$ cat config.mk
export PLATFORM = sky130hd
export DESIGN_NAME = vpf_cfg
export DESIGN_NICKNAME = d
export VERILOG_FILES = /design/src/hdl/vpf_pkg.sv /design/src/hdl/vpf_cfg.sv
export SDC_FILE = /design/constraint.sdc
export NUM_CORES = 1
export LEC_CHECK = 0
export BUFFER_PORTS_ARGS = -buffer_cell sky130_fd_sc_hd__buf_4
export CAP_MARGIN = 20
export CORE_MARGIN = 2
export CORE_UTILIZATION = 29
export CTS_CLUSTER_SIZE = 25
export DETAILED_ROUTE_END_ITERATION = 7
export PLACE_DENSITY = 0.69
export SYNTH_ARGS = -nofsm -noshare
export SYNTH_HDL_FRONTEND = slang
export SYNTH_SLANG_ARGS = --single-unit
$ cat constraint.sdc
create_clock -name clk -period 1.4 [get_ports clk]
set_input_delay 0.14 -clock clk [delete_from_list [all_inputs] [get_ports clk]]
set_output_delay 0.14 -clock clk [all_outputs]
set_load 0.01 [all_outputs]
$ cat src/hdl/vpf_pkg.sv
// ----------------------------------------------------------------------------
// vpf_pkg
// Shared types and constants for the visited proximity filter.
// ----------------------------------------------------------------------------
`default_nettype none

package vpf_pkg;

    localparam int S_DATA_W = 32;
    localparam int S_USER_W = 2;
    localparam int M_DATA_W = 40;

    localparam int COORD_W  = 16;
    localparam int CUTOFF_W = 14;
    localparam int LIM_W    = 2 * CUTOFF_W;
    localparam int SQ_W     = 2 * COORD_W;
    localparam int SUM_W    = SQ_W + 1;

    localparam int APB_AW = 3;
    localparam int APB_DW = 32;

    localparam logic [CUTOFF_W-1:0] CUTOFF_RESET = CUTOFF_W'(160);
    localparam logic                REG_CUTOFF   = 1'b0;

    localparam logic [1:0] OP_LOAD  = 2'd0;
    localparam logic [1:0] OP_TEST  = 2'd1;
    localparam logic [1:0] OP_CLEAR = 2'd2;

    typedef logic signed [COORD_W-1:0] coord_t;

    typedef struct packed {
        logic load;
        logic clear;
        logic start;
        logic step;
        logic out_load;
    } vpf_cmd_t;

    typedef struct packed {
        logic empty;
        logic scan_last;
        logic busy;
    } vpf_status_t;

endpackage

`default_nettype wire

$ cat src/hdl/vpf_cfg.sv
// ----------------------------------------------------------------------------
// vpf_cfg
// APB register slave holding the cutoff distance.
// ----------------------------------------------------------------------------
`default_nettype none

module vpf_cfg (
    input  wire logic                         clk,
    input  wire logic                         rst_n,
    input  wire logic                         psel,
    input  wire logic                         penable,
    input  wire logic                         pwrite,
    input  wire logic [vpf_pkg::APB_AW-1:0]   paddr,
    input  wire logic [vpf_pkg::APB_DW-1:0]   pwdata,
    output logic      [vpf_pkg::APB_DW-1:0]   prdata,
    output logic                              pready,
    output logic      [vpf_pkg::CUTOFF_W-1:0] cutoff
);
    import vpf_pkg::*;

    logic [CUTOFF_W-1:0] cutoff_reg;
    logic                wr_en;

    assign pready = 1'b1;
    assign wr_en  = psel && penable && pwrite && pready && (paddr[2] == REG_CUTOFF);
    assign cutoff = cutoff_reg;

    always_ff @(posedge clk or negedge rst_n)
    begin
        if (!rst_n)
        begin
            cutoff_reg <= CUTOFF_RESET;
        end
        else if (wr_en)
        begin
            cutoff_reg <= pwdata[CUTOFF_W-1:0];
        end
    end

    always_comb
    begin
        prdata = '0;
        if (paddr[2] == REG_CUTOFF)
        begin
            prdata = APB_DW'(cutoff_reg);
        end
    end

endmodule

`default_nettype wire

==> results.cfg <==
[routing]
wl_per_cell_um = 11.3
routed_wl_um = 1640
vias = 589
avgViaCountPerCell = 4.03
drt.antenna.violating_nets = 0
first_iter_violations = 17
drt_pass1_iterations = 2
drc = 0

[floorplan]
die_h_um = 57.5
die_w_um = 57.5
die_area_mm2 = 0.00330
rows = 19
core-area_mm2 = 0.00273
num_io_pins = 87
start_util = 0.303

[sta]
finalSetupViolations = 0
fin_crit_ns = 1.20
rsz0062_at_grt = no
max_clock_freq_mhz = 830
drv_slew = 0
fin_ws_ns = 0.195
finalSetupTns_ns = 0
hold_viol_final = 0
clock_skew_ns = 0
post-route-period-util = 0.861

[outcome]
outcome = complete, no violations

[clock_network]
hold_buffers = 1
clk_pin_slew_ns = 0.08
insertion_delay_ns = 0.27
tritoncts = built
htree_levels = 1
clock-sinks = 14
numCtsBuffers = 3
cts_resized = 0
postCtsSetupBuffers = 0
root_buffer = clkbuf_4
clockBufferDepth = 2

[synthesis]
netlist_instances = 66
ys_seq_area_frac = 0.425
synth.cell_area_um2 = 830
ys_warn_count = 0
avgSynthCellArea_um2 = 12.6
synth_seq_cells = 14
ys_types = 11

[placement]
place_congestion = 0.620
pre_cts_slack_ns = 0.202
place_hpwl_um = 1340
port_buffers = 47
dpl.cell_count = 141

[flow_run]
max_cap_viol_count = 0

[pwr]
ir_drop_mv = 0.786
p_leak_nw = 0.661
power_density_mw_per_mm2 = 1190
power_w = 0.00140

[cells_and_area]
drive_above_1_share = 0.600
area.growth.synth_to_final_pct = 42.4
stdcell_count = 146
nets = 156
final_common_cell = buf_4
fin_util = 0.432
largest_reg_flops = 14
final_cell_mix = buf_4 (48), conb_1 (19), dfrtp_1 (12)
diodes = 0

[critical_path]
path_max_fanout = 3
path_class = reg2out
crit_required_ns = 1.26
cp.arrival_ns = 1.06
r2r_cells = 1
cp-end-kind = output pin
start_kind = flip-flop

[min_path]
hold_depth = 2
hold_path_class = in2reg

[global_route]
gr-total-overflow = 0
grt_start_max_net_pins = 15
grt_pass1_wl_um = 2530
antenna_found_initial = 0
grt_usage = 0.103
grt_pass1_vias = 559
[per-stage QoR]
step           instance area, µm²  hold WS, ns
4_1_cts                      1180       0.0723
5_1_grt                      1180       0.0724
3_5_place_dp                 1130      0.00245
2_1_floorplan                 893       -0.156
3_3_place_gp                 1130     -0.00117
6_report                     1180       0.0921
[layer usage]
layer  vias to the layer above  wire, µm  track usage  part of all wire
li1                        274         -            -                 -
met1                       275       585        0.113              0.36
met2                        40       890        0.188              0.54
met3                         0       168       0.0476              0.10
met4                         0         0      0.00997                 0
met5                         -         0            0                 0
[cells in the mapped netlist]
| cell | count | area share |
|---|---|---|
| and2b_1 | 4 | 0.036 |
| buf_4 | 19 | 0.17 |
| conb_1 | 2 | 0.0091 |
| nand4b_4 | 1 | 0.029 |
| dfrtp_1 | 12 | 0.36 |
| dfstp_2 | 2 | 0.063 |
| nor2b_1 | 10 | 0.075 |
| mux2_2 | 4 | 0.054 |
| buf_6 | 1 | 0.014 |
| mux2_4 | 10 | 0.18 |
| clkbuf_1 | 1 | 0.0045 |
[cell type report]
| class | instances | area, µm² |
|---|---|---|
| well taps | 31 | 38.8 |
| repair buffers | 49 | 370 |
| clock buffers | 4 | 36.3 |
| multi-input cells | 48 | 383 |
| flip-flops and latches | 14 | 353 |
| fillers | 269 | 1550 |
[final timing paths]
kind | from | to | slack (ns)
setup / recovery | cutoff[5] | prdata[5] | 0.20
hold / removal | pwdata[12] | cutoff[12] | 0.09
setup reg to reg | cutoff[11] | cutoff[11] | 0.62
hold reg to reg | cutoff[8] | cutoff[8] | 0.53
max in group asynchronous | rst_n | cutoff[5] | 0.92
min in group asynchronous | rst_n | cutoff[8] | 0.24
[power by group]
group | switching [W] | total [W] | leakage, nW | internal, W
clock | 0.000123 | 0.000281 | 0.0210 | 0.000158
sequential | 0.0000637 | 0.000567 | 0.165 | 0.000503
combinational | 0.000211 | 0.000554 | 0.475 | 0.000343
[worst max-delay path, stage by stage, from the launching register on]
cell	delay, ns
dfstp_2	0.55
nor2b_1	0.12
buf_4	0.12
[kinds of logic after synthesis]
group	Yosys count	share of synthesized area
simple gates	15	0.140
buf+inv	21	0.190
mux	14	0.235
other cells	2	0.00905
flops	14	0.425
(Power assumes the default switching activity.)
