`config.mk`:
```
export PLATFORM = sky130hd
export DESIGN_NAME = vpf_ctrl
export DESIGN_NICKNAME = d
export VERILOG_FILES = /design/src/hdl/vpf_pkg.sv /design/src/hdl/vpf_ctrl.sv
export SDC_FILE = /design/constraint.sdc
export NUM_CORES = 1
export LEC_CHECK = 0
export BUFFER_PORTS_ARGS = -buffer_cell sky130_fd_sc_hd__buf_2
export CORE_AREA = 2 2 39 41
export CTS_CLUSTER_DIAMETER = 40
export CTS_CLUSTER_SIZE = 25
export DETAILED_ROUTE_END_ITERATION = 10
export DIE_AREA = 0 0 41 43
export MAX_ROUTING_LAYER = met4
export SLEW_MARGIN = 20
export SYNTH_ARGS = -nofsm -noshare
export SYNTH_HDL_FRONTEND = slang
export SYNTH_SLANG_ARGS = --single-unit
export TNS_END_PERCENT = 1
```
`constraint.sdc`:
```
create_clock -name clk -period 1.85 [get_ports clk]
set_input_delay 0.0925 -clock clk [delete_from_list [all_inputs] [get_ports clk]]
set_output_delay 0.0925 -clock clk [all_outputs]
set_load 0.02 [all_outputs]
```
`src/hdl/vpf_pkg.sv`:
```
// ----------------------------------------------------------------------------
// vpf_pkg
// Shared types and constants for the visited proximity filter.
// ----------------------------------------------------------------------------
`default_nettype none

package vpf_pkg;

    localparam int S_DATA_W = 32;
    localparam int S_USER_W = 2;
    localparam int M_DATA_W = 40;

    localparam int COORD_W  = 16;
    localparam int CUTOFF_W = 14;
    localparam int LIM_W    = 2 * CUTOFF_W;
    localparam int SQ_W     = 2 * COORD_W;
    localparam int SUM_W    = SQ_W + 1;

    localparam int APB_AW = 3;
    localparam int APB_DW = 32;

    localparam logic [CUTOFF_W-1:0] CUTOFF_RESET = CUTOFF_W'(160);
    localparam logic                REG_CUTOFF   = 1'b0;

    localparam logic [1:0] OP_LOAD  = 2'd0;
    localparam logic [1:0] OP_TEST  = 2'd1;
    localparam logic [1:0] OP_CLEAR = 2'd2;

    typedef logic signed [COORD_W-1:0] coord_t;

    typedef struct packed {
        logic load;
        logic clear;
        logic start;
        logic step;
        logic out_load;
    } vpf_cmd_t;

    typedef struct packed {
        logic empty;
        logic scan_last;
        logic busy;
    } vpf_status_t;

endpackage

`default_nettype wire

```
`src/hdl/vpf_ctrl.sv`:
```
// ----------------------------------------------------------------------------
// vpf_ctrl
// Controller: stream handshakes and sequencing of the store scan.
// ----------------------------------------------------------------------------
`default_nettype none

module vpf_ctrl (
    input  wire logic                         clk,
    input  wire logic                         rst_n,
    input  wire logic                         s_tvalid,
    output logic                              s_tready,
    input  wire logic [vpf_pkg::S_USER_W-1:0] s_tuser,
    output logic                              m_tvalid,
    input  wire logic                         m_tready,
    output vpf_pkg::vpf_cmd_t                 cmd,
    input  wire vpf_pkg::vpf_status_t         status
);
    import vpf_pkg::*;

    typedef enum logic [1:0] {
        ST_IDLE,
        ST_SCAN,
        ST_DRAIN,
        ST_EMIT
    } state_t;

    state_t state_reg, state_next;
    logic   out_valid_reg, out_valid_next;
    logic   accept;

    assign s_tready = (state_reg == ST_IDLE);
    assign m_tvalid = out_valid_reg;
    assign accept   = s_tvalid && s_tready;

    always_comb
    begin
        state_next = state_reg;
        cmd        = '0;
        unique case (state_reg)
            ST_IDLE:
            begin
                if (accept)
                begin
                    unique case (s_tuser)
                        OP_LOAD:  cmd.load  = 1'b1;
                        OP_CLEAR: cmd.clear = 1'b1;
                        OP_TEST:
                        begin
                            cmd.start  = 1'b1;
                            state_next = status.empty ? ST_EMIT : ST_SCAN;
                        end
                        default: ;
                    endcase
                end
            end
            ST_SCAN:
            begin
                cmd.step = 1'b1;
                if (status.scan_last)
                begin
                    state_next = ST_DRAIN;
                end
            end
            ST_DRAIN:
            begin
                if (!status.busy)
                begin
                    state_next = ST_EMIT;
                end
            end
            ST_EMIT:
            begin
                if (!out_valid_reg || m_tready)
                begin
                    cmd.out_load = 1'b1;
                    state_next   = ST_IDLE;
                end
            end
            default: state_next = ST_IDLE;
        endcase
    end

    always_comb
    begin
        out_valid_next = out_valid_reg;
        if (cmd.out_load)
        begin
            out_valid_next = 1'b1;
        end
        else if (m_tready)
        begin
            out_valid_next = 1'b0;
        end
    end

    always_ff @(posedge clk or negedge rst_n)
    begin
        if (!rst_n)
        begin
            state_reg     <= ST_IDLE;
            out_valid_reg <= 1'b0;
        end
        else
        begin
            state_reg     <= state_next;
            out_valid_reg <= out_valid_next;
        end
    end

endmodule

`default_nettype wire

```
==> results of run 1 <==
[routing by layer]
metal / share of wire / up-vias
li1: - / 133
met3: 0.14 / 2
met4: 0.031 / 0
met1: 0.34 / 109
met5: 0 / -
met2: 0.49 / 14
[path summary, 6_finish.rpt]
| path | from | to | slack, ns | cells past startpoint |
|---|---|---|---|---|
| min | status[2] | state_reg[1] | 0.15 | 3 |
| max reg2reg | state_reg[0] | state_reg[0] | 0.35 | 5 |
| max in group asynchronous | rst_n | m_tvalid | 1.56 | 2 |
| max | state_reg[0] | cmd[3] | 0.17 | 5 |
| min in group asynchronous | rst_n | state_reg[0] | 0.18 | 2 |
| min reg2reg | m_tvalid | m_tvalid | 0.52 | 2 |
[final cells by class]
class,instances,area (um^2)
multi-input combinational,20,161
clock buffer,4,26.3
timing repair buffer,16,85.1
tap,16,20.0
fill,158,997
sequential,3,75.1
inverter,5,18.8
[placed cells by master (no fill, tap or decap), drive strengths merged]
cell	count
buf	15
inv	5
ha	5
clkbuf	4
mux2i	3
dfrtp	3
nand2b	2
nor2	2
nand2	2
nand3	1
nor3b	1
and2	1
nor3	1
a222oi	1
o211ai	1
dlygate4sd3	1
[per-stage QoR]
step | hold slack, ns | power [mW] | utilization
after detailed placement | -0.109 | 0.486 | 0.253
after floorplan | -0.203 | 0.410 | -
after global routing | 0.159 | 0.655 | 0.279
after global placement | -0.110 | 0.483 | 0.253
after CTS | 0.145 | 0.613 | 0.279
final | 0.146 | 0.600 | 0.279
[where the power goes]
part | leakage [nW] | switching (mW) | internal, mW
Combinational | 0.171 | 0.207 | 0.147
Sequential | 0.0358 | 0.0244 | 0.102
Clock | 0.0150 | 0.0373 | 0.0811
Total | 0.222 | 0.269 | 0.331
[worst min-delay path, delay by kind of cell]
family / cells / cell delay (ns)
buffers and inverters: 1 / 0.07
muxes: 2 / 0.17
[timing repair]
| action | 4_1_cts | 5_1_grt |
|---|---|---|
| endpoints found under the setup margin | 0 | 0 |
| hold endpoints to repair | 3 | 0 |
| hold buffers | 1 | 0 |
| resized for setup | 0 | 0 |
[cells by family after synthesis]
group,count (synthesis),share of synthesized area
buffers and inverters,6,0.100
AOI/OAI and AO/OA,2,0.0667
adders and majority gates,5,0.238
muxes,3,0.114
DFF,3,0.286
and+or+nand+nor,10,0.195
==> run_results.csv, run 1 <==
group,metric,value,unit
final_layout,design_area,387,um^2
timing,hold_viol,0,
synthesis,synth_ff_type,"dfrtp_1",
route,ant_nets,0,
synthesis,syn_avg_cell_area,9.06,um^2
placed_design,placed_cell_area,350,um^2
worst_setup_path,cpLargestDelayFamily,"flip-flops",
synthesis,synth_fp_nets,43,
floorplan,num_rows,14,
worst_setup_path,slowest_delay,0.39,ns
worst_setup_path,cp-start-kind,"flip-flop",
timing,tightest_slew,0.294,ns
timing,skew,0.00492,ns
placed_design,place_ws,0.355,ns
timing,slew-limit-headroom,0.803,
synthesis,yosys_register_bits,3,
worst_setup_path,crit_fanout,5,
synthesis,synth_edf_count,0,
floorplan,die_x,41,um
synthesis,async_flop_share,1.00,
synthesis,yosysWarnings,0,
route,drt_pass1_iterations,4,
route,viasPerCell,4.03,
global_routing,track_usage,0.0753,
final_layout,drive_above_1_share,0.375,
synthesis,synthesis.area,263,um^2
route,wire_per_inst,8.55,um
worst_setup_path,crit_type,"reg2out",
timing,fin_tns_setup,0,ns
cts,clock_latency,0.24,ns
timing,max_freq,595,MHz
timing,grt_setup_unrepaired,"false",
worst_setup_path,cp.arrival,1.59,ns
timing,fin_crit_sh,0.909,
synthesis,netlist.top_cell.by_area,"dfrtp_1",
worst_setup_path,worstSetupEndpointType,"primary output",
timing,setup_ws,0.168,ns
synthesis,yosysSeqAreaShare,0.286,
floorplan,dieArea,1760,um^2
final_layout,fin_nets,63,
cts,cts_sinks,3,
job,max_cap_viol_count,0,
global_routing,met2_usage,0.103,
cts,clkSlewWorstSetupHoldPaths,0.04,ns
global_routing,grt_pass1_vias,217,
global_routing,grt_overflow_total,0,
synthesis,yosys-top-cells-area,"dfrtp_1 (29%), ha_1 (24%), mux2i_1 (11%)",
floorplan,core-area,1380,um^2
worst_setup_path,cp.required,1.76,ns
floorplan,initial_utilization,0.190,
cts,tritoncts,"yes",
synthesis,syn-instance-count,29,
worst_setup_path,crit_path_top_delay_cell,"dfrtp_1",
timing,finalCriticalPeriod,1.68,ns
global_routing,grt_use_met3,0.0314,
global_routing,busiest_layer,"met2",
final_layout,areaGrowthSynthToFinish,47.1,%
global_routing,grt_start_max_net_pins,6,
final_layout,fin_cells,64,
cts,post_cts_buffers,0,
cts,cts_buffers,3,
placed_design,gp_congestion,0.678,
timing,slew_violations,0,
synthesis,netlist_top_cells_count,"ha_1 (5), inv_1 (5), dfrtp_1 (3), mux2i_1 (3)",
worst_setup_path,path_cells,"inv_1 > ha_1 > nand3_1 > nor3b_1 > buf_2",
global_routing,grt_antenna_before_repair,0,
worst_hold_path,hold_class,"in2reg",
synthesis,synthDistinctLibCells,14,
placed_design,placedCellCount,59,
global_routing,grt_pass1_wl,772,um
cts,ctsRootBufferMaster,"clkbuf_4",
global_routing,gr-usage-met1,0.0617,
route,wirelength,547,um
timing,setup-violations-final,0,
worst_setup_path,worstPathBufferInverterCount,2,
status,status,"finished, final reports clean",
final_layout,largest_reg_flops,2,
synthesis,synth_top_cell_area_share,0.286,
route,drc,0,
floorplan,die_h,43,um
pwr,total_leakage_power,0.222,nW
final_layout,antenna_cells,0,
route,drtIter0Drc,1,
cts,cts-htree-levels,1,
cts,ctsLongestPathBuffers,2,
floorplan,boundaryPins,16,
pwr,peakVddDrop,341,uV
placed_design,io_buffers,15,
pwr,p_per_area,1550,nW/um^2
route,vias,258,
(Power assumes the default switching activity.)
==> run 2: changes to the inputs <==
clock period = 1.55 ns   (was 1.85 ns; I/O delays follow)
==> run_results.csv, run 2 (synthesized netlist as in run 1, its figures left out) <==
group,metric,value,unit
worst_setup_path,crit_type,"reg2reg",
final_layout,final_cell_mix,"buf_2 (14), buf_4 (4)",
final_layout,areaGrowthSynthToFinish,65.2,%
placed_design,gp_congestion,0.671,
route,vias,261,
worst_setup_path,worstPathBufferInverterCount,1,
cts,clock_latency,0.23,ns
pwr,combPwrFrac,0.650,
cts,tritoncts,"yes",
status,status,"finished, final reports clean",
global_routing,grt_overflow_total,0,
floorplan,dieArea,1760,um^2
timing,skew,0.00221,ns
pwr,power_frac_clock,0.166,
pwr,p_per_area,1860,nW/um^2
worst_setup_path,crit_fanout,2,
timing,max_freq,684,MHz
final_layout,antenna_cells,0,
timing,setup-violations-final,0,
floorplan,core-area,1380,um^2
cts,clkSlewWorstSetupHoldPaths,0.03,ns
floorplan,die_h,43,um
worst_setup_path,slowest_delay,0.38,ns
cts,ctsRootBufferMaster,"clkbuf_4",
route,wirelength,541,um
placed_design,dp_hpwl,437,um
final_layout,fin_nets,66,
cts,cts_sinks,3,
worst_setup_path,crit_path_top_delay_cell,"dfrtp_1",
final_layout,final_common_cell,"buf_2",
timing,slew-limit-headroom,0.795,
route,drt_pass1_iterations,4,
timing,fin_crit_sh,0.943,
timing,grt_setup_unrepaired,"true",
worst_setup_path,cp-start-kind,"flip-flop",
placed_design,io_buffers,15,
route,ant_nets,0,
timing,setup_ws,0.0884,ns
worst_setup_path,worstSetupEndpointType,"flip-flop",
floorplan,boundaryPins,16,
global_routing,grt_antenna_before_repair,0,
worst_hold_path,hold_class,"in2reg",
pwr,total_leakage_power,0.232,nW
final_layout,largest_reg_flops,2,
route,wire_per_inst,8.07,um
final_layout,drive_above_1_share,0.529,
pwr,p_switching,0.346,mW
cts,ctsLongestPathBuffers,2,
floorplan,num_rows,14,
global_routing,track_usage,0.0733,
worst_setup_path,path_cells,"buf_4 > ha_2 > a222oi_1 > o211ai_1 > mux2i_1",
worst_setup_path,cp.required,1.65,ns
pwr,internal_power,0.462,mW
route,drc,0,
timing,tightest_slew,0.307,ns
placed_design,placedCellCount,59,
final_layout,fin_cells,67,
floorplan,die_x,41,um
pwr,sequentialPowerShare,0.184,
timing,hold_viol,0,
pwr,peakVddDrop,608,uV
global_routing,grt_pass1_wl,793,um
timing,finalCriticalPeriod,1.46,ns
global_routing,grt_start_max_net_pins,6,
placed_design,place_ws,0.0462,ns
global_routing,grt_pass1_vias,228,
route,viasPerCell,3.90,
worst_setup_path,cp.arrival,1.56,ns
job,max_cap_viol_count,0,
cts,cts_buffers,3,
timing,slew_violations,0,
pwr,p_sw_frac,0.428,
worst_setup_path,cpLargestDelayFamily,"compound AO/OA/AOI/OAI gates",
route,drtIter0Drc,4,
floorplan,initial_utilization,0.190,
cts,cts-htree-levels,1,
## run 2: layer usage
| metal | global-route usage | vias to the layer above | share of wire | wire (um) |
|---|---|---|---|---|
| met4 | 0.0800 | 0 | 0 | 0 |
| li1 | - | 140 | - | - |
| met2 | 0.113 | 9 | 0.51 | 276 |
| met3 | 0.0314 | 0 | 0.085 | 46 |
| met1 | 0.0552 | 112 | 0.40 | 218 |
| met5 | - | - | 0 | 0 |
## run 2: cell type report
class	count	area [um^2]
clock buffer	4	26.3
fill	155	950
inverter	5	18.8
multi-input combinational	20	184
sequential	3	75.1
tap	16	20.0
timing repair buffer	19	110
## run 2: per-stage QoR
stage	cell area, um^2	power (mW)	setup TNS, ns	hold slack, ns	util
after floorplan	268	0.490	-0.0285	-0.218	-
after global placement	355	0.583	0	-0.125	0.257
after detailed placement	355	0.582	0	-0.124	0.257
after CTS	404	0.760	0	0.133	0.292
after global routing	434	0.884	-0.0210	0.161	0.314
final	434	0.808	0	0.137	0.314
## run 2: path summary, 6_finish.rpt
| kind | from | endpoint | slack, ns | cells past startpoint |
|---|---|---|---|---|
| worst max-delay path | state_reg[0] | state_reg[0] | 0.09 | 5 |
| worst min-delay path | status[2] | state_reg[1] | 0.14 | 3 |
| worst max register to register | state_reg[0] | state_reg[0] | 0.09 | 5 |
| worst min register to register | m_tvalid | m_tvalid | 0.53 | 2 |
| max in group asynchronous | rst_n | state_reg[1] | 1.27 | 2 |
| min in group asynchronous | rst_n | m_tvalid | 0.18 | 2 |
## run 2: repair_timing
item	CTS	global route
setup buffers	0	3
resized for setup	4	3
endpoints found under the setup margin	2	4
pin swaps	0	3
gates cloned	0	0
hold buffers	1	0
hold endpoints to repair	3	0
## run 2: power groups by stage
stage | logic [mW] | registers, mW | clock network, mW
floorplan | 0.327 | 0.163 | 0
detailed placement | 0.432 | 0.151 | 0
finish | 0.525 | 0.149 | 0.134
CTS | 0.465 | 0.154 | 0.140
global placement | 0.434 | 0.149 | 0
global route | 0.580 | 0.154 | 0.150
## run 2: worst register-to-register path, stage by stage, from the launching register on
cell and delay, ns:
dfrtp_1 0.38, buf_4 0.14, ha_2 0.18, a222oi_1 0.27, o211ai_1 0.20, mux2i_1 0.16
